===== config.mk =====
export PLATFORM = sky130hd
export DESIGN_NAME = chorus_ctrl
export DESIGN_NICKNAME = d
export VERILOG_FILES = /design/src/rtl/core/chorus_pkg.sv /design/src/rtl/core/chorus_ctrl.sv
export SDC_FILE = /design/constraint.sdc
export NUM_CORES = 1
export LEC_CHECK = 0
export BUFFER_PORTS_ARGS = -buffer_cell sky130_fd_sc_hd__buf_2
export CORE_AREA = 2 2 39 41
export DETAILED_ROUTE_END_ITERATION = 12
export DIE_AREA = 0 0 41 43
export PLACE_DENSITY = 0.55
export SYNTH_ARGS = -nofsm -noshare
export SYNTH_HDL_FRONTEND = slang
export SYNTH_SLANG_ARGS = --single-unit

===== constraint.sdc =====
create_clock -name i_clk -period 0.8 [get_ports i_clk]
set_input_delay 0.12 -clock i_clk [delete_from_list [all_inputs] [get_ports i_clk]]
set_output_delay 0.12 -clock i_clk [all_outputs]
set_load 0.05 [all_outputs]

===== src/rtl/core/chorus_pkg.sv =====
// shared constants and control types for the chorus delay block
package chorus_pkg;

    // default sizing
    localparam int DELAY_DEPTH_DEF = 1024;
    localparam int BASE_DELAY_DEF  = 32;
    localparam int LFO_DIVIDER_DEF = 256;
    localparam int SAMPLE_BITS_DEF = 16;

    // lfo and mix arithmetic
    localparam int LFO_W    = 10;
    localparam int TICK_W   = 8;
    localparam int LFO_TOP  = 255;
    localparam int LFO_FOLD = 512;
    localparam int MIX_ONE  = 32768;

    // configuration port
    localparam int CFG_W     = 16;
    localparam int CFG_IDX_W = 2;
    localparam int CTRL_W    = 8;

    localparam logic [CFG_IDX_W-1:0] REG_LFO_INCREMENT = 2'd0;
    localparam logic [CFG_IDX_W-1:0] REG_MOD_DEPTH     = 2'd1;
    localparam logic [CFG_IDX_W-1:0] REG_WET_MIX       = 2'd2;

    // controller to datapath commands
    typedef struct packed {
        logic step_lfo;
        logic mul_tick;
        logic sum_lfo;
        logic mul_depth;
        logic sub_pos;
        logic add_len;
        logic rd_mem;
        logic mul_wet;
        logic wr_out;
    } t_cmd;

    // datapath to controller status
    typedef struct packed {
        logic idx_neg;
        logic out_busy;
    } t_status;

endpackage


===== src/rtl/core/chorus_ctrl.sv =====
// sequencing state machine for the chorus delay block
module chorus_ctrl
    import chorus_pkg::*;
(
    input  logic    i_clk,
    input  logic    i_rst_n,
    input  logic    i_in_valid,
    input  t_status i_status,
    output logic    o_in_stall,
    output t_cmd    o_cmd
);

    typedef enum logic [3:0] {
        S_IDLE,
        S_TICK,
        S_LFO,
        S_DEPTH,
        S_POS,
        S_WRAP,
        S_READ,
        S_MIX,
        S_OUT
    } t_state;

    t_state r_state;
    t_state n_state;

    always_comb begin
        n_state = r_state;
        o_cmd   = '0;
        unique case (r_state)
            S_IDLE: begin
                if (i_in_valid) begin
                    o_cmd.step_lfo = 1'b1;
                    n_state        = S_TICK;
                end
            end
            S_TICK: begin
                o_cmd.mul_tick = 1'b1;
                n_state        = S_LFO;
            end
            S_LFO: begin
                o_cmd.sum_lfo = 1'b1;
                n_state       = S_DEPTH;
            end
            S_DEPTH: begin
                o_cmd.mul_depth = 1'b1;
                n_state         = S_POS;
            end
            S_POS: begin
                o_cmd.sub_pos = 1'b1;
                n_state       = S_WRAP;
            end
            S_WRAP: begin
                if (i_status.idx_neg) begin
                    o_cmd.add_len = 1'b1;
                end else begin
                    n_state = S_READ;
                end
            end
            S_READ: begin
                o_cmd.rd_mem = 1'b1;
                n_state      = S_MIX;
            end
            S_MIX: begin
                o_cmd.mul_wet = 1'b1;
                n_state       = S_OUT;
            end
            S_OUT: begin
                if (!i_status.out_busy) begin
                    o_cmd.wr_out = 1'b1;
                    n_state      = S_IDLE;
                end
            end
            default: n_state = S_IDLE;
        endcase
    end

    always_ff @(posedge i_clk) begin
        if (!i_rst_n) begin
            r_state <= S_IDLE;
        end else begin
            r_state <= n_state;
        end
    end

    assign o_in_stall = (r_state != S_IDLE);

endmodule


==> run metrics, run 1 <==
Avg Inst Size Synth=7.29 sq um; worst-path maximum fanout=5; fin crit period=approximately 1.3 ns; Regs by FF count=r_state: 4 flops; RSZ-0062 raised after global routing=true; crit path DAT=1.14 ns; Critical Path End=o_cmd[3]; ant diodes=0; run status=finished, violations left; period utilization=157%; post-route design area=about 730 sq um; Mapped Cells=40; Reg power frac=25.1%; combinational family with the most area after synthesis=simple AND/OR/NAND/NOR gates; Syn-to-layout area delta=150%; initial DRC count=3; number of synthesized flops with an enable pin=0; clk_lat worst skew=around 0.23 ns; Routed wire per std cell=between 10 and 15 microns; gpl congestion=0.694; multiplexer share of the synthesized area=0%; CORE AREA=0.00138 sq mm; Leakage=0.289 nW; global-route wire length before repair=about 1.7 mm; Biggest register=r_state; R2R setup slack=-0.26 ns; Clock transition at path regs=approximately 0.04 ns; Clock Path Buffers=2; warnings from Yosys=0; Main synth FF type=dfxtp_1; R2R depth=5; root buffer cell=clkbuf_4; cell row count=14; Final WS setup=-0.457 ns; synth cell count leaders=nor2_1, nand2_1, nand2b_1; most area-hungry cell type in the Yosys netlist=dfxtp_1; HP Class=input pin to flip-flop; Synth Area in Simple Gates=50.6%; Power Density=1390 mW/mm^2; #FFs+latches synth=4; Setup crit start kind=flip-flop; FMAX=around 0.8 GHz; worst-margin pin slew=between 0.15 and 0.2 ns; final hold vios=0; sw frac=39.4%; GRT Residual Overflow=0; multi-input logic area=~320 sq um; Final setup violation count=14; initial core utilization=between 20% and 30%; Synth cell types=16; syn nets=45; Slowest cell on crit path=dfxtp_4; final max-slew violation count=0; Synth async-reset ratio=0%; max-cap check violation count=0; xor and xnor area share after synthesis=under 10%; initial antenna violation count=0; DR vias=between 300 and 400; Seq/Total Area, Yosys=27.5%; Synth Area in Compound Gates=under 10%; nets@finish=between 70 and 80; Port-buffer cells=14; clock share of power=around 25%; largest net degree at the start of global routing=9; Top Family by Delay on Critical Path=simple AND/OR/NAND/NOR gates; largest cells by area after synthesis=dfxtp_1, nand2b_1, nor2_1; CTS Buf Count=3; vias per cell=approximately 4.4; filler cell count=approximately 120; Logic pwr share=between 40% and 50%; # IOs=15; DP Worst Slack=-0.414 ns; # DRC=0; failing checks=setup timing; net switching power=around 0.40 mW; number of flip-flops under the largest register name=4; HPWL after DPL=669 microns; total track usage=15.9%; Critical Path RT=about 0.7 ns; CTS tree=done; Post-Synth Adder-Cell Area=0%; Post-Syn Area=292 sq um; critical path, cell by cell=nor2_4 -> and4_4 -> buf_8; post-synth top area share=a little over a quarter; DIE WIDTH=just over 40 microns; Sink Count=4; crit path launch=r_state[1]; CP bufs+invs=1; top-count cell post-synth=nor2_1; final wirelength=1.05 mm; Core Util, Final=around 53%; Pre-antenna DRT Iters=2; Slew HR=88.0%; WP depth=3; CTS hold repair buffers=0; Reg-to-Reg Start=r_state[1]; Area after DPL=528 sq um; die height=between 40 and 50 microns; Routed Antenna Nets=0; Crit. End Element=output pin; internal power=0.616 mW; CP peak stage delay=between 0.3 and 0.4 ns; RR Endpoint=r_state[0]; Layout Skew=between 0.0009 and 0.001 ns; vias in the first global route=about 380; share of layout cells above drive strength 1=between 80 and 90%; Die Area=between 0.0015 and 0.002 sq mm; register area=~95 sq um; H-tree levels=1; Max IR drop VDD=~740 uV; Worst Path Class, Setup=flip-flop to output pin
-- cells in the final DEF (no fill, tap or decap), types with 2 or more instances in the layout --
| master | n |
|---|---|
| nor2_1 | 3 |
| o21a_1 | 2 |
| nor2_4 | 6 |
| buf_8 | 6 |
| nand2b_1 | 2 |
| buf_2 | 4 |
| buf_6 | 10 |
| dfxtp_4 | 4 |
| nor3_4 | 3 |
| nand2b_4 | 4 |
| clkbuf_4 | 3 |
| nand2_2 | 3 |
| buf_4 | 7 |
-- layout make-up --
cell class / instances / area share, %
tap: 16 / 2.74
timing repair buffer: 27 / 37.7
multi-input combinational: 33 / 43.4
clock buffer: 3 / 3.09
sequential: 4 / 13.0
-- per-layer routing --
metal / vias up / global-route usage, % / wire (microns)
met2: 9 / 24.4 / 606
met4: 0 / 10.0 / 10
met5: - / 0 / 0
met3: 2 / 6.28 / 32
met1: 170 / 17.0 / 402
li1: 188 / - / -
-- power groups by stage --
stage / combinational, mW / sequential [mW] / clock [mW]
2_1_floorplan: 0.327 / 0.227 / 0
3_3_place_gp: 0.390 / 0.248 / 0
3_5_place_dp: 0.394 / 0.249 / 0
4_1_cts: 0.473 / 0.250 / 0.269
5_1_grt: 0.532 / 0.259 / 0.295
6_report: 0.506 / 0.255 / 0.255
-- cells by family after synthesis --
| kind of cell | count (synthesis) |
|---|---|
| AND/OR/NAND/NOR | 28 |
| AO/OA/AOI/OAI | 4 |
| flip-flops | 4 |
| buffers and inverters | 3 |
| XOR/XNOR | 1 |
-- timing repair --
action	4_1_cts	5_1_grt
setup buffers	1	2
endpoints found under the setup margin	14	14
resized for setup	37	11
pin swaps	7	2
-- through the flow --
step / cells / setup TNS, ns / hold slack (ns) / power [mW]
floorplan: 40 / -2.92 / 0.238 / 0.555
global placement: 77 / -3.88 / 0.344 / 0.638
detailed placement: 77 / -4.05 / 0.347 / 0.643
CTS: 81 / -4.78 / 0.0972 / 0.992
global route: 83 / -5.68 / 0.110 / 1.09
finish: 83 / -4.95 / 0.119 / 1.02
-- worst min path at each step --
stage / start / endpoint / cells after the start
after floorplan: i_rst_n / r_state[3] / 1
after global placement: i_rst_n / r_state[3] / 2
after detailed placement: i_rst_n / r_state[3] / 2
after CTS: i_rst_n / r_state[3] / 2
after global routing: i_rst_n / r_state[3] / 2
final: i_rst_n / r_state[3] / 2
No activity file was read; power rests on OpenSTA's default activity.
==> run 2: changes to the inputs <==
--- a/config.mk
+++ b/config.mk
@@ -9,7 +9,7 @@
 export CORE_AREA = 2 2 39 41
 export DETAILED_ROUTE_END_ITERATION = 12
 export DIE_AREA = 0 0 41 43
-export PLACE_DENSITY = 0.55
+export PLACE_DENSITY = 0.54
 export SYNTH_ARGS = -nofsm -noshare
 export SYNTH_HDL_FRONTEND = slang
 export SYNTH_SLANG_ARGS = --single-unit
==> constraint.sdc (replaced) <==
create_clock -name i_clk -period 1.3 [get_ports i_clk]
set_input_delay 0.195 -clock i_clk [delete_from_list [all_inputs] [get_ports i_clk]]
set_output_delay 0.195 -clock i_clk [all_outputs]
set_load 0.05 [all_outputs]
==> run metrics, run 2 (synthesis gave the netlist of run 1 again) <==
gpl congestion=0.772 (was 0.694); Layout Skew=0.00103 ns (was 0.000943 ns); Slew HR=83.6% (was 88.0%); period utilization=99.7%; vias per cell=4.40 (was 4.45); die height=43 microns (unchanged); number of flip-flops under the largest register name=4 (unchanged); share of layout cells above drive strength 1=66.1% (was 82.1%); WL met3=30 microns (was 32 microns); cell row count=14 (unchanged); Final setup violation count=0 (was 14); CTS Buf Count=3 (unchanged); worst-margin pin slew=0.247 ns (was 0.179 ns); Port-buffer cells=14 (unchanged); final hold vios=0 (unchanged); worst-path maximum fanout=5 (unchanged); Regs by FF count=r_state: 4 flops (unchanged); root buffer cell=clkbuf_4 (unchanged); nets@finish=66 (was 74); clk_lat worst skew=0.23 ns (about the same); top sig layer=met4 (unchanged); Worst Path Class, Setup=flip-flop to output pin (unchanged); Pre-antenna DRT Iters=4 (was 2); non-filler cells, final=75 (was 83); DIE WIDTH=41 microns (unchanged); Power Density=959 mW/mm^2 (was 1390 mW/mm^2); Biggest register=r_state (unchanged); total power=0.532 mW (was 1.02 mW); Clock transition at path regs=0.03 ns (was 0.04 ns); fin crit period=about 1.3 ns; final wirelength=809 microns (was 1.05 mm); vias in the first global route=319 (was 376); run status=finished clean (was finished, violations left); Cells after DPL=72 (was 77); max-cap check violation count=0 (unchanged); Sink Count=4 (unchanged); CTS hold repair buffers=0 (unchanged); Leakage=0.229 nW (was 0.289 nW); CORE AREA=0.00138 sq mm (unchanged); Post-CTS Setup Bufs=0 (was 1); DR vias=330 (was 369); CTS tree=done (unchanged); H-tree levels=1 (unchanged); Final WS setup=0.00419 ns (was -0.457 ns); Routed wire per std cell=10.8 microns (was 12.7 microns); largest net degree at the start of global routing=8 (was 9); Setup crit start kind=flip-flop (unchanged); most frequent cells in the layout=buf_6, nand2_1, buf_2, buf_4, nor2_2 (was buf_6, buf_4, nor2_4, buf_8); FMAX=just under 0.8 GHz; # DRC=0 (unchanged); global-route wire length before repair=1.25 mm (was 1.75 mm); # IOs=15 (unchanged); Core Util, Final=40.1% (was 52.7%); commonest non-fill, non-tap cell in the layout=buf_6 (unchanged); RSZ-0062 raised after global routing=true (unchanged); DP Worst Slack=0.0981 ns (was -0.414 ns); initial core utilization=21.1% (unchanged); Critical Path RT=1.11 ns (was 0.68 ns); initial antenna violation count=0 (unchanged); HPWL after DPL=592 microns (was 669 microns); final max-slew violation count=0 (unchanged); RR Endpoint=r_state[0] (unchanged); Die Area=0.00176 sq mm (unchanged); met2 wire length=421 microns (was 606 microns); crit path launch=r_state[1] (unchanged); Crit. End Element=output pin (unchanged); HP Class=input pin to flip-flop (unchanged); initial DRC count=7 (was 3); crit path DAT=1.10 ns (was 1.14 ns); Routed Antenna Nets=0 (unchanged); filler cell count=141 (was 123); Max IR drop VDD=406 uV (was 736 uV); Reg-to-Reg Start=r_state[3] (was r_state[1]); R2R setup slack=0.32 ns (was -0.26 ns); Clock Path Buffers=2 (unchanged); total track usage=10.9% (was 15.9%); ant diodes=0 (unchanged); M1 WL=346 microns (was 402 microns); Critical Path End=o_cmd[3] (unchanged); GRT Residual Overflow=0 (unchanged); R2R depth=4 (was 5); Syn-to-layout area delta=90.1% (was 150%); Hold Path Origin=i_rst_n (unchanged); worst hold margin=0.208 ns (was 0.119 ns)
## run 2: worst min path at each step
stage,endpoint,slack [ns],cells past startpoint
2_1_floorplan,r_state[3],0.31,1
3_5_place_dp,r_state[3],0.44,2
6_report,r_state[3],0.21,2
4_1_cts,r_state[3],0.20,2
3_3_place_gp,r_state[3],0.44,2
5_1_grt,r_state[3],0.21,2
## run 2: layout make-up
type | instances | area (sq um) | area share (%)
repair buffers | 19 | 164 | 29.6
clock buffers | 3 | 22.5 | 4.06
flip-flops and latches | 4 | 90.1 | 16.3
well taps | 16 | 20.0 | 3.61
multi-input cells | 33 | 258 | 46.5
## run 2: worst max-delay path: stages, from the launching register on
cell	delay (ns)
dfxtp_2	0.35
nor2_2	0.14
and4_1	0.23
buf_6	0.16
## run 2: timing repair
| item | CTS | global route |
|---|---|---|
| setup endpoints to repair | 10 | 10 |
| pin swaps | 0 | 1 |
| gates resized for setup | 24 | 9 |
| gates cloned | 0 | 0 |
## run 2: routing by layer
layer / vias to the layer above / GRT usage (%)
met5: - / 0
met4: 0 / 10.0
met3: 2 / 3.14
met2: 11 / 15.3
met1: 148 / 12.4
li1: 169 / -
## run 2: per-stage QoR
| stage | cell area, sq um | setup TNS, ns |
|---|---|---|
| finish | 554 | 0 |
| global route | 554 | -0.204 |
| detailed placement | 418 | 0 |
| floorplan | 320 | -0.245 |
| CTS | 522 | -0.110 |
| global placement | 418 | 0 |
## run 2: report_power, final
part           switching (mW)  internal, mW  total, mW
registers              0.0239         0.133      0.157
clock network          0.0448         0.103      0.148
logic                   0.138        0.0898      0.227
total                   0.206         0.326      0.532
